==> src/rtl/rtt_pkg.sv <==
// rtt_pkg: shared widths, codes, reset values and structs for the RTT tracker.
// No dependencies; every other file of the tracker uses it.
`default_nettype none

package rtt_pkg;

  localparam int SEQ_W       = 63;
  localparam int TIME_W      = 32;
  localparam int STAMP_W     = 16;
  localparam int FIX_W       = 17;
  localparam int SRTT_MS_W   = 13;
  localparam int CFG_W       = 16;
  localparam int CFG_IDX_W   = 3;
  localparam int QUEUE_DEPTH = 2;

  localparam logic [STAMP_W-1:0]   NO_STAMP    = 16'hFFFF;
  localparam logic [SRTT_MS_W-1:0] SRTT_MS_MAX = 13'h1FFF;

  // initial estimator values in whole milliseconds
  localparam int unsigned SRTT_INIT_MS   = 1000;
  localparam int unsigned RTTVAR_INIT_MS = 500;

  // configuration register reset values
  localparam logic [CFG_W-1:0] MIN_RTO_RST      = 16'd50;
  localparam logic [CFG_W-1:0] MAX_RTO_RST      = 16'd1000;
  localparam logic [CFG_W-1:0] PENALTY_RST      = 16'd500;
  localparam logic [CFG_W-1:0] HOLD_LIMIT_RST   = 16'd1000;
  localparam logic [CFG_W-1:0] SAMPLE_LIMIT_RST = 16'd5000;

  typedef enum logic [CFG_IDX_W-1:0] {
    CFG_MIN_RTO      = 3'd0,
    CFG_MAX_RTO      = 3'd1,
    CFG_PENALTY      = 3'd2,
    CFG_HOLD_LIMIT   = 3'd3,
    CFG_SAMPLE_LIMIT = 3'd4
  } cfg_idx_t;

  typedef enum logic {
    OP_RECV = 1'b0,
    OP_SEND = 1'b1
  } op_t;

  typedef struct packed {
    logic [CFG_W-1:0] min_rto;
    logic [CFG_W-1:0] max_rto;
    logic [CFG_W-1:0] penalty;
    logic [CFG_W-1:0] hold_limit;
    logic [CFG_W-1:0] sample_limit;
  } rtt_cfg_t;

  // classified word handed from the front to the estimator
  typedef struct packed {
    logic [STAMP_W-1:0] stamp_reply_out;
    logic               in_order;
    logic               sample_ok;
    logic [STAMP_W-1:0] sample;
  } rtt_entry_t;

endpackage

`default_nettype wire

==> src/rtl/rtt_in_if.sv <==
// rtt_in_if: input channel of the RTT tracker (valid/ready plus item fields).
// Depends on rtt_pkg for field widths.
`default_nettype none

interface rtt_in_if;
  logic                         valid;
  logic                         ready;
  logic                         opcode;
  logic [rtt_pkg::TIME_W-1:0]   now_ms;
  logic [rtt_pkg::SEQ_W-1:0]    seq_num;
  logic [rtt_pkg::STAMP_W-1:0]  stamp_in;
  logic [rtt_pkg::STAMP_W-1:0]  stamp_reply_in;
  logic                         congestion_seen;

  modport source (
    output valid, opcode, now_ms, seq_num, stamp_in, stamp_reply_in, congestion_seen,
    input  ready
  );
  modport sink (
    input  valid, opcode, now_ms, seq_num, stamp_in, stamp_reply_in, congestion_seen,
    output ready
  );
endinterface

`default_nettype wire

==> src/rtl/rtt_out_if.sv <==
// rtt_out_if: result channel of the RTT tracker (valid/ready plus result fields).
// Depends on rtt_pkg for field widths.
`default_nettype none

interface rtt_out_if;
  logic                           valid;
  logic                           ready;
  logic [rtt_pkg::STAMP_W-1:0]    stamp_reply_out;
  logic                           in_order;
  logic [rtt_pkg::CFG_W-1:0]      timeout_ms;
  logic [rtt_pkg::SRTT_MS_W-1:0]  srtt_ms;

  modport source (
    output valid, stamp_reply_out, in_order, timeout_ms, srtt_ms,
    input  ready
  );
  modport sink (
    input  valid, stamp_reply_out, in_order, timeout_ms, srtt_ms,
    output ready
  );
endinterface

`default_nettype wire

==> src/rtl/rtt_front.sv <==
// rtt_front: accepts items, tracks sequence order and the held timestamp,
// and classifies each item into a queue word. Depends on rtt_pkg, rtt_in_if.
`default_nettype none

module rtt_front (
  input  logic                clk,
  input  logic                rst,
  rtt_in_if.sink              req,
  input  rtt_pkg::rtt_cfg_t   cfg,
  input  logic                full,
  output logic                push,
  output rtt_pkg::rtt_entry_t entry
);

  logic [rtt_pkg::SEQ_W-1:0]   expected_seq;
  logic [rtt_pkg::STAMP_W-1:0] held_stamp;
  logic [rtt_pkg::TIME_W-1:0]  held_at;
  logic                        held_valid;

  logic                        accept;
  logic                        is_send;
  logic                        fresh;
  logic                        echo;
  logic [rtt_pkg::TIME_W-1:0]  age;
  logic [rtt_pkg::STAMP_W-1:0] sample;
  logic                        sample_ok;

  // take a word whenever the queue has room
  assign req.ready = !full;
  assign accept    = req.valid && req.ready;
  assign push      = accept;

  // classify the item
  always_comb begin
    is_send   = (req.opcode == rtt_pkg::OP_SEND);
    age       = req.now_ms - held_at;
    echo      = is_send && held_valid && (age < {16'b0, cfg.hold_limit});
    fresh     = !is_send && (req.seq_num >= expected_seq);
    sample    = req.now_ms[rtt_pkg::STAMP_W-1:0] - req.stamp_reply_in;
    sample_ok = fresh && (req.stamp_reply_in != rtt_pkg::NO_STAMP) &&
                (sample < cfg.sample_limit);
    entry.stamp_reply_out = echo ? (held_stamp + age[rtt_pkg::STAMP_W-1:0])
                                 : rtt_pkg::NO_STAMP;
    entry.in_order        = fresh;
    entry.sample_ok       = sample_ok;
    entry.sample          = sample;
  end

  // advance sequence and held-stamp state
  always_ff @(posedge clk) begin
    if (rst) begin
      expected_seq <= '0;
      held_stamp   <= rtt_pkg::NO_STAMP;
      held_at      <= '0;
      held_valid   <= 1'b0;
    end else if (accept) begin
      if (echo) begin
        held_stamp <= rtt_pkg::NO_STAMP;
        held_at    <= '0;
        held_valid <= 1'b0;
      end
      if (fresh) begin
        expected_seq <= req.seq_num + rtt_pkg::SEQ_W'(1);
        if (req.stamp_in != rtt_pkg::NO_STAMP) begin
          held_stamp <= req.congestion_seen ? (req.stamp_in - cfg.penalty) : req.stamp_in;
          held_at    <= req.now_ms;
          held_valid <= 1'b1;
        end
      end
    end
  end

`ifndef ASSERT_OFF
  a_echo_drops_hold: assert property (@(posedge clk) disable iff (rst)
    (accept && echo) |=> !held_valid)
    else $error("held stamp survived an echo");
`endif

endmodule

`default_nettype wire

==> src/rtl/rtt_fifo.sv <==
// rtt_fifo: short queue of classified words between front and estimator.
// Depends on rtt_pkg.
`default_nettype none

module rtt_fifo (
  input  logic                clk,
  input  logic                rst,
  input  logic                push,
  input  rtt_pkg::rtt_entry_t wdata,
  input  logic                pop,
  output rtt_pkg::rtt_entry_t rdata,
  output logic                full,
  output logic                empty
);

  localparam int DEPTH = rtt_pkg::QUEUE_DEPTH;
  localparam int PTR_W = (DEPTH > 1) ? $clog2(DEPTH) : 1;
  localparam int CNT_W = $clog2(DEPTH + 1);

  rtt_pkg::rtt_entry_t mem [DEPTH];
  logic [PTR_W-1:0]    wr_ptr;
  logic [PTR_W-1:0]    rd_ptr;
  logic [CNT_W-1:0]    count;

  assign full  = (count == CNT_W'(DEPTH));
  assign empty = (count == '0);
  assign rdata = mem[rd_ptr];

  // store words
  always_ff @(posedge clk) begin
    if (push) begin
      mem[wr_ptr] <= wdata;
    end
  end

  // move pointers and fill count
  always_ff @(posedge clk) begin
    if (rst) begin
      wr_ptr <= '0;
      rd_ptr <= '0;
      count  <= '0;
    end else begin
      if (push) begin
        wr_ptr <= (wr_ptr == PTR_W'(DEPTH - 1)) ? '0 : wr_ptr + PTR_W'(1);
      end
      if (pop) begin
        rd_ptr <= (rd_ptr == PTR_W'(DEPTH - 1)) ? '0 : rd_ptr + PTR_W'(1);
      end
      if (push && !pop) begin
        count <= count + CNT_W'(1);
      end else if (pop && !push) begin
        count <= count - CNT_W'(1);
      end
    end
  end

`ifndef ASSERT_OFF
  a_no_overflow: assert property (@(posedge clk) disable iff (rst) !(push && full))
    else $error("queue written while full");
  a_no_underflow: assert property (@(posedge clk) disable iff (rst) !(pop && empty))
    else $error("queue read while empty");
`endif

endmodule

`default_nettype wire

==> src/rtl/rtt_back.sv <==
// rtt_back: SRTT/RTTVAR estimator stage and registered result stage.
// Depends on rtt_pkg and rtt_out_if.
`default_nettype none

module rtt_back #(
  parameter int FRAC_BITS = 4
) (
  input  logic                clk,
  input  logic                rst,
  input  rtt_pkg::rtt_cfg_t   cfg,
  input  logic                empty,
  input  rtt_pkg::rtt_entry_t entry,
  output logic                pop,
  rtt_out_if.source           rsp
);

  localparam int FIX_W = rtt_pkg::FIX_W;
  localparam int RF_W  = rtt_pkg::STAMP_W + FRAC_BITS;
  localparam int SUM_W = RF_W + 4;
  localparam int X_W   = FIX_W + 3;
  localparam int Y_W   = FIX_W + 1;
  localparam int unsigned FIX_MAX_INT    = (1 << FIX_W) - 1;
  localparam int unsigned SRTT_INIT_RAW  = rtt_pkg::SRTT_INIT_MS << FRAC_BITS;
  localparam int unsigned RTTVAR_INIT_RAW = rtt_pkg::RTTVAR_INIT_MS << FRAC_BITS;
  localparam logic [FIX_W-1:0] SRTT_INIT =
    (SRTT_INIT_RAW > FIX_MAX_INT) ? {FIX_W{1'b1}} : FIX_W'(SRTT_INIT_RAW);
  localparam logic [FIX_W-1:0] RTTVAR_INIT =
    (RTTVAR_INIT_RAW > FIX_MAX_INT) ? {FIX_W{1'b1}} : FIX_W'(RTTVAR_INIT_RAW);
  localparam logic [SUM_W-1:0] FIX_MAX   = {{(SUM_W-FIX_W){1'b0}}, {FIX_W{1'b1}}};
  localparam logic [X_W-1:0]   CEIL_ADD  = X_W'((1 << FRAC_BITS) - 1);
  localparam logic [Y_W-1:0]   ROUND_ADD = Y_W'(1 << (FRAC_BITS - 1));

  function automatic logic [FIX_W-1:0] sat_fix(input logic [SUM_W-1:0] v);
    return (v > FIX_MAX) ? {FIX_W{1'b1}} : v[FIX_W-1:0];
  endfunction

  logic [FIX_W-1:0] srtt;
  logic [FIX_W-1:0] rttvar;
  logic             rtt_seen;

  logic                        s1_valid;
  logic [rtt_pkg::STAMP_W-1:0] s1_reply;
  logic                        s1_in_order;

  logic                          out_valid;
  logic [rtt_pkg::STAMP_W-1:0]   out_reply;
  logic                          out_in_order;
  logic [rtt_pkg::CFG_W-1:0]     out_timeout;
  logic [rtt_pkg::SRTT_MS_W-1:0] out_srtt_ms;

  logic                          adv;
  logic [SUM_W-1:0]              rf;
  logic [SUM_W-1:0]              s_ext;
  logic [SUM_W-1:0]              v_ext;
  logic [SUM_W-1:0]              diff;
  logic [SUM_W-1:0]              var_sum;
  logic [SUM_W-1:0]              srtt_sum;
  logic [FIX_W-1:0]              srtt_next;
  logic [FIX_W-1:0]              rttvar_next;
  logic [X_W-1:0]                x;
  logic [X_W-1:0]                rto;
  logic [rtt_pkg::CFG_W-1:0]     timeout_next;
  logic [Y_W-1:0]                y;
  logic [Y_W-1:0]                srtt_round;
  logic [rtt_pkg::SRTT_MS_W-1:0] srtt_ms_next;

  // move the whole back end when the result register is free or taken
  assign adv = !out_valid || rsp.ready;
  assign pop = adv && !empty;

  // estimator update for the word at the queue head
  always_comb begin
    rf       = SUM_W'(entry.sample) << FRAC_BITS;
    s_ext    = SUM_W'(srtt);
    v_ext    = SUM_W'(rttvar);
    diff     = (s_ext > rf) ? (s_ext - rf) : (rf - s_ext);
    var_sum  = (v_ext + (v_ext << 1) + diff + SUM_W'(2)) >> 2;
    srtt_sum = ((s_ext << 3) - s_ext + rf + SUM_W'(4)) >> 3;
    if (!rtt_seen) begin
      srtt_next   = sat_fix(rf);
      rttvar_next = sat_fix(rf >> 1);
    end else begin
      srtt_next   = sat_fix(srtt_sum);
      rttvar_next = sat_fix(var_sum);
    end
  end

  // timeout and rounded SRTT from the state left by the stage-one word
  always_comb begin
    x   = X_W'(srtt) + (X_W'(rttvar) << 2) + CEIL_ADD;
    rto = x >> FRAC_BITS;
    if (rto < X_W'(cfg.min_rto)) begin
      timeout_next = cfg.min_rto;
    end else if (rto > X_W'(cfg.max_rto)) begin
      timeout_next = cfg.max_rto;
    end else begin
      timeout_next = rto[rtt_pkg::CFG_W-1:0];
    end
    y          = Y_W'(srtt) + ROUND_ADD;
    srtt_round = y >> FRAC_BITS;
    srtt_ms_next = (srtt_round > Y_W'(rtt_pkg::SRTT_MS_MAX)) ? rtt_pkg::SRTT_MS_MAX
                                                           : srtt_round[rtt_pkg::SRTT_MS_W-1:0];
  end

  // estimator state
  always_ff @(posedge clk) begin
    if (rst) begin
      srtt     <= SRTT_INIT;
      rttvar   <= RTTVAR_INIT;
      rtt_seen <= 1'b0;
    end else if (pop && entry.sample_ok) begin
      srtt     <= srtt_next;
      rttvar   <= rttvar_next;
      rtt_seen <= 1'b1;
    end
  end

  // stage one and result register valid bits
  always_ff @(posedge clk) begin
    if (rst) begin
      s1_valid  <= 1'b0;
      out_valid <= 1'b0;
    end else if (adv) begin
      s1_valid  <= pop;
      out_valid <= s1_valid;
    end
  end

  // stage one and result register payload
  always_ff @(posedge clk) begin
    if (adv) begin
      s1_reply     <= entry.stamp_reply_out;
      s1_in_order  <= entry.in_order;
      out_reply    <= s1_reply;
      out_in_order <= s1_in_order;
      out_timeout  <= timeout_next;
      out_srtt_ms  <= srtt_ms_next;
    end
  end

  assign rsp.valid           = out_valid;
  assign rsp.stamp_reply_out = out_reply;
  assign rsp.in_order        = out_in_order;
  assign rsp.timeout_ms      = out_timeout;
  assign rsp.srtt_ms         = out_srtt_ms;

`ifndef ASSERT_OFF
  a_seen_sticks: assert property (@(posedge clk) disable iff (rst) rtt_seen |=> rtt_seen)
    else $error("first-sample flag cleared");
  a_srtt_idle_init: assert property (@(posedge clk) disable iff (rst)
    !rtt_seen |-> (srtt == SRTT_INIT && rttvar == RTTVAR_INIT))
    else $error("estimator moved before first sample");
`endif

endmodule

`default_nettype wire

==> src/rtl/rtt_timestamp_tracker.sv <==
// Each accepted item passes the queue, stage one and the result register.
// Throughput: one item per cycle while rsp.ready holds; estimator and result
// register each advance once per cycle; a two-word queue decouples the front end.
// Reset (synchronous, rst high) clears all but queue and stage data; no clearing pass.
// Holds the configuration registers and joins front, queue and estimator.
`default_nettype none

module rtt_timestamp_tracker #(
  parameter int FRAC_BITS = 4
) (
  input  logic                            clk,
  input  logic                            rst,
  rtt_in_if.sink                          req,
  rtt_out_if.source                       rsp,
  input  logic                            cfg_wr_en,
  input  logic [rtt_pkg::CFG_IDX_W-1:0]   cfg_addr,
  input  logic [rtt_pkg::CFG_W-1:0]       cfg_wdata
);

  rtt_pkg::rtt_cfg_t   cfg;
  rtt_pkg::rtt_entry_t push_word;
  rtt_pkg::rtt_entry_t head_word;
  logic                push;
  logic                pop;
  logic                full;
  logic                empty;

  // configuration registers
  always_ff @(posedge clk) begin
    if (rst) begin
      cfg.min_rto      <= rtt_pkg::MIN_RTO_RST;
      cfg.max_rto      <= rtt_pkg::MAX_RTO_RST;
      cfg.penalty      <= rtt_pkg::PENALTY_RST;
      cfg.hold_limit   <= rtt_pkg::HOLD_LIMIT_RST;
      cfg.sample_limit <= rtt_pkg::SAMPLE_LIMIT_RST;
    end else if (cfg_wr_en) begin
      unique case (cfg_addr)
        rtt_pkg::CFG_MIN_RTO:      cfg.min_rto      <= cfg_wdata;
        rtt_pkg::CFG_MAX_RTO:      cfg.max_rto      <= cfg_wdata;
        rtt_pkg::CFG_PENALTY:      cfg.penalty      <= cfg_wdata;
        rtt_pkg::CFG_HOLD_LIMIT:   cfg.hold_limit   <= cfg_wdata;
        rtt_pkg::CFG_SAMPLE_LIMIT: cfg.sample_limit <= cfg_wdata;
        default: begin
        end
      endcase
    end
  end

  rtt_front u_front (
    .clk   (clk),
    .rst   (rst),
    .req   (req),
    .cfg   (cfg),
    .full  (full),
    .push  (push),
    .entry (push_word)
  );

  rtt_fifo u_fifo (
    .clk   (clk),
    .rst   (rst),
    .push  (push),
    .wdata (push_word),
    .pop   (pop),
    .rdata (head_word),
    .full  (full),
    .empty (empty)
  );

  rtt_back #(
    .FRAC_BITS (FRAC_BITS)
  ) u_back (
    .clk   (clk),
    .rst   (rst),
    .cfg   (cfg),
    .empty (empty),
    .entry (head_word),
    .pop   (pop),
    .rsp   (rsp)
  );

endmodule

`default_nettype wire
==> src/flat_wrapper.sv <==
// flat-port wrapper written by rule: the top's interface ports become plain ports
module rtt_timestamp_tracker_flat 
#(
  parameter int FRAC_BITS = 4
)
  (clk, rst, cfg_wr_en, cfg_addr, cfg_wdata, req_valid, req_opcode, req_now_ms, req_seq_num, req_stamp_in, req_stamp_reply_in, req_congestion_seen, req_ready, rsp_valid, rsp_stamp_reply_out, rsp_in_order, rsp_timeout_ms, rsp_srtt_ms, rsp_ready);
  rtt_in_if req_i ();
  rtt_out_if rsp_i ();
  input  logic clk;
  input  logic rst;
  input  logic cfg_wr_en;
  input  logic [rtt_pkg::CFG_IDX_W-1:0] cfg_addr;
  input  logic [rtt_pkg::CFG_W-1:0] cfg_wdata;
  input wire logic [$bits(req_i.valid)-1:0] req_valid;
  input wire logic [$bits(req_i.opcode)-1:0] req_opcode;
  input wire logic [$bits(req_i.now_ms)-1:0] req_now_ms;
  input wire logic [$bits(req_i.seq_num)-1:0] req_seq_num;
  input wire logic [$bits(req_i.stamp_in)-1:0] req_stamp_in;
  input wire logic [$bits(req_i.stamp_reply_in)-1:0] req_stamp_reply_in;
  input wire logic [$bits(req_i.congestion_seen)-1:0] req_congestion_seen;
  output wire logic [$bits(req_i.ready)-1:0] req_ready;
  output wire logic [$bits(rsp_i.valid)-1:0] rsp_valid;
  output wire logic [$bits(rsp_i.stamp_reply_out)-1:0] rsp_stamp_reply_out;
  output wire logic [$bits(rsp_i.in_order)-1:0] rsp_in_order;
  output wire logic [$bits(rsp_i.timeout_ms)-1:0] rsp_timeout_ms;
  output wire logic [$bits(rsp_i.srtt_ms)-1:0] rsp_srtt_ms;
  input wire logic [$bits(rsp_i.ready)-1:0] rsp_ready;
  assign req_i.valid = req_valid;
  assign req_i.opcode = req_opcode;
  assign req_i.now_ms = req_now_ms;
  assign req_i.seq_num = req_seq_num;
  assign req_i.stamp_in = req_stamp_in;
  assign req_i.stamp_reply_in = req_stamp_reply_in;
  assign req_i.congestion_seen = req_congestion_seen;
  assign req_ready = req_i.ready;
  assign rsp_valid = rsp_i.valid;
  assign rsp_stamp_reply_out = rsp_i.stamp_reply_out;
  assign rsp_in_order = rsp_i.in_order;
  assign rsp_timeout_ms = rsp_i.timeout_ms;
  assign rsp_srtt_ms = rsp_i.srtt_ms;
  assign rsp_i.ready = rsp_ready;
  rtt_timestamp_tracker #(.FRAC_BITS(FRAC_BITS)) u_core (.clk(clk), .rst(rst), .req(req_i), .rsp(rsp_i), .cfg_wr_en(cfg_wr_en), .cfg_addr(cfg_addr), .cfg_wdata(cfg_wdata));
endmodule
==> config.mk <==
export PLATFORM = sky130hd
export DESIGN_NAME = rtt_timestamp_tracker_flat
export DESIGN_NICKNAME = d
export VERILOG_FILES = /design/src/rtl/rtt_pkg.sv /design/src/rtl/rtt_in_if.sv /design/src/rtl/rtt_out_if.sv /design/src/rtl/rtt_front.sv /design/src/rtl/rtt_fifo.sv /design/src/rtl/rtt_back.sv /design/src/rtl/rtt_timestamp_tracker.sv /design/src/flat_wrapper.sv
export SDC_FILE = /design/constraint.sdc
export NUM_CORES = 1
export LEC_CHECK = 0
export BUFFER_PORTS_ARGS = -buffer_cell sky130_fd_sc_hd__buf_2
export CORE_ASPECT_RATIO = 2
export CORE_MARGIN = 2
export CORE_UTILIZATION = 55
export CTS_BUF_LIST = sky130_fd_sc_hd__clkbuf_4 sky130_fd_sc_hd__clkbuf_8
export CTS_CLUSTER_DIAMETER = 200
export DETAILED_ROUTE_END_ITERATION = 8
export PLACE_DENSITY = 0.76
export REMOVE_ABC_BUFFERS = 1
export SLEW_MARGIN = 15
export SYNTH_ARGS = -nofsm -noshare
export SYNTH_HDL_FRONTEND = slang
export SYNTH_SLANG_ARGS = --single-unit
==> constraint.sdc <==
create_clock -name clk -period 15.75 [get_ports clk]
set_input_delay 2.3625 -clock clk [delete_from_list [all_inputs] [get_ports clk]]
set_output_delay 2.3625 -clock clk [all_outputs]
set_load 0.05 [all_outputs]
==> metrics.txt <==
area of the core ~48000 µm²; Setup crit end kind flip-flop; worst r2r path cells 24; DR DRC count 0; clock buffer depth 3; total track usage 0.279; Die Wd 160 µm; CP Max Fanout 38; RSZ-0062 raised after global routing false; CP Launch Type flip-flop; Final ANT Viol Nets 0; shortest period the worst path allows 8.00 ns; # rows 114; CP Class flip-flop to flip-flop; overflow left after global routing 0; Max H-tree Level 2; worst slew pin tran 1.21 ns; fmax roughly 0.13 GHz; Final Skew between 0.03 and 0.04 ns; Cells after Synth 3091; dominant synthesized flop cell dfxtp_1; Area growth syn-to-layout 10.7%; clk sinks 365; post-CTS setup buffers 0; maximum vdd ir drop 322 µV; post-synth cell types 84; R2R Path End u_core.u_back.rttvar[7]$_SDFFE_PP0P_; DR iter-0 viols between 1000 and 1500; Ports ~200; worst setup path endpoint u_core.u_back.rttvar[7]$_SDFFE_PP0P_; mapped cell area 26700 µm²; CTS tree built; Resized cells post-CTS 0; latest clock arrival within the worst-skew pair 0.69 ns; Initial Util 0.555; ys async rst share 0; clk slew on worst S/H paths 0.06 ns; max-cap violation count 0; area of the die 50400 µm²; vias in the first global route 22519; Synth Warn # 0; Final Setup Violations 0; period utilization 0.508; Post-synth EDFFs 131; sequential share of the synthesized area 0.323; CTS buffer count 54; root buf cell clkbuf_8; pwr dens between 200 and 250 nW/µm²; Routed WL 71.7 mm; Slew Limit Fails 0; Slew HR 0.170; status completed; Final Hold Viols 0; Hold WC Path Type flip-flop to flip-flop; DRT Pass-1 Iters 5; cts hold-fix bufs 0; layout cell share with drive strength beyond 1 0.118; Post-Syn Area per Cell 8.64 µm²; reg2reg setup slack 7.75 ns; via-per-instance ratio 5.90; wire per inst 18.2 µm; setup TNS 0 ns; Fillers 4168; Slowest cell on crit path mux2i_1; # port buffers 200; vias 23303; Die Y 316 µm; worst endpoint data arrival time 8.55 ns; hpwl dp 54.1 mm; RePlAce Congestion ~1; Layout Nets 3741; first-pass GRT wire length 115 mm; largest net degree at the start of global routing 75; CP peak stage delay 1.02 ns; Power, Total 6.49 mW; Yosys reg bits 365; worst-path cell chain mux2i_1, inv_1, ha_1, nand2_1, o22ai_1, nor3_2, a2111oi_4, buf_4, a311o_1, o311ai_0, nand2_1, a221oi_1, o211ai_1, a31oi_1, xor2_1, fa_1, inv_1, ha_1, a21o_1, a21o_1, a221oi_4, mux2i_1, o21ai_0, a32o_1; required time worst endpoint 16.30 ns; initial antenna violation count 13; Leak 12.0 nW
## Yosys cell counts, types with 31 or more instances
library cell / n / area (µm²)
nand2_1: 347 / 1300
ha_1: 313 / 3920
inv_1: 286 / 1070
dfxtp_1: 234 / 4680
a21oi_1: 216 / 1080
nor2_1: 212 / 796
xnor2_1: 137 / 1200
edfxtp_1: 131 / 3930
o21ai_0: 104 / 521
clkbuf_1: 91 / 342
a211oi_1: 79 / 593
nand3_1: 74 / 370
a21o_1: 70 / 526
xor2_1: 68 / 596
nor3_1: 65 / 325
nand4_1: 47 / 294
mux2i_1: 45 / 450
o31ai_1: 38 / 285
o211ai_1: 37 / 278
and3_1: 35 / 219
o21a_1: 35 / 263
nand2b_1: 32 / 200
a2bb2oi_1: 31 / 272
nor2b_1: 31 / 194
## worst max-delay path, delay by kind of cell (launching register included)
kind | cells | cell delay (ns)
compound gates | 12 | 2.77
xor+xnor | 1 | 0.17
fa+ha+maj | 3 | 1.41
buf+inv | 3 | 0.53
flops | 1 | 1.01
mux | 2 | 1.55
simple gates | 3 | 0.40
## per-layer routing
metal | GRT usage | routed length (µm)
met5 | 0 | 38
met1 | 0.351 | 30300
met4 | 0.137 | 3460
met3 | 0.0450 | 4910
met2 | 0.467 | 33000
## power breakdown
| group | internal (mW) | switching [mW] |
|---|---|---|
| combinational | 1.76 | 2.53 |
| sequential | 1.16 | 0.142 |
| clock | 0.494 | 0.406 |
## sequential cells by signal, indices dropped and copies added, names as in the netlist, 2 cells and up, named ones only
register                           count
u_core.u_front.held_at                32
u_core.u_back.srtt                    17
u_core.u_front.held_stamp             16
u_core.u_back.rsp.stamp_reply_out     16
u_core.u_back.rsp.srtt_ms             13
u_core.u_back.rttvar                  17
u_core.u_fifo.count                    2
u_core.u_fifo.mem                     68
u_core.u_back.rsp.timeout_ms          16
u_core.u_front.expected_seq           63
u_core.u_back.s1_reply                16
u_core.cfg                            80
## worst min path at each step
stage	from	endpoint	slack, ns	cells after the start
floorplan	u_core.u_back.s1_in_order$_DFFE_PP_	u_core.u_back.rsp.in_order$_DFFE_PP_	0.40	0
global placement	u_core.u_back.s1_in_order$_DFFE_PP_	u_core.u_back.rsp.in_order$_DFFE_PP_	0.40	0
detailed placement	u_core.u_back.s1_reply[13]$_DFFE_PP_	u_core.u_back.rsp.stamp_reply_out[13]$_DFFE_PP_	0.40	0
CTS	u_core.u_back.s1_reply[12]$_DFFE_PP_	u_core.u_back.rsp.stamp_reply_out[12]$_DFFE_PP_	0.42	0
global route	u_core.u_back.s1_reply[13]$_DFFE_PP_	u_core.u_back.rsp.stamp_reply_out[13]$_DFFE_PP_	0.43	0
finish	u_core.u_back.s1_reply[12]$_DFFE_PP_	u_core.u_back.rsp.stamp_reply_out[12]$_DFFE_PP_	0.42	0
## cells in the final DEF (no fill, tap or decap), types with 21 or more instances in the layout
cell type / netlist / routed
buf_2: 9 / 199
nor2b_1: 31 / 30
edfxtp_1: 131 / 131
a31oi_1: 23 / 23
xor2_1: 68 / 68
o211ai_1: 37 / 37
a21o_1: 70 / 70
nor2_1: 212 / 211
o31ai_1: 38 / 38
inv_1: 286 / 285
nand3_1: 74 / 74
xnor2_1: 137 / 137
dfxtp_1: 234 / 233
nand4_1: 47 / 47
nand2b_1: 32 / 32
nand2_1: 347 / 347
clkbuf_8: 0 / 62
a2bb2oi_1: 31 / 31
o21ai_0: 104 / 104
mux2_2: 21 / 21
and3_1: 35 / 35
a21oi_1: 216 / 216
ha_1: 313 / 313
a211oi_1: 79 / 78
nor3_1: 65 / 63
mux2i_1: 45 / 45
o21a_1: 35 / 35
## cell type report
class	count	area, µm²	share of cell area
clock buffers	75	951	0.0322
flip-flops and latches	365	8620	0.292
repair buffers	220	1160	0.0392
inverters	287	1080	0.0365
well taps	638	798	0.0270
multi-input cells	2327	16600	0.562
clock inverters	26	302	0.0102
diodes	10	25.0	0.000847
## metrics by stage
| step | utilization | instance area [µm²] | setup WS (ns) | std cells | hold WS (ns) |
|---|---|---|---|---|---|
| final | 0.614 | 29500 | 7.75 | 3948 | 0.418 |
| after global routing | 0.614 | 29500 | 7.29 | 3946 | 0.429 |
| after CTS | 0.614 | 29500 | 7.81 | 3938 | 0.421 |
| after detailed placement | 0.588 | 28300 | 7.71 | 3837 | 0.405 |
| after global placement | 0.588 | 28300 | 7.92 | 3837 | 0.401 |
| after floorplan | - | 26200 | 0.151 | 2979 | 0.400 |
## kinds of logic after synthesis
group / after synthesis / share of synthesized area
adder cells (fa/ha/maj): 333 / 0.162
XOR/XNOR: 205 / 0.0673
flip-flops: 365 / 0.323
AO/OA/AOI/OAI: 794 / 0.204
buffers and inverters: 399 / 0.0570
multiplexers: 66 / 0.0257
AND/OR/NAND/NOR: 929 / 0.162
No activity file was read; power rests on OpenSTA's default activity.
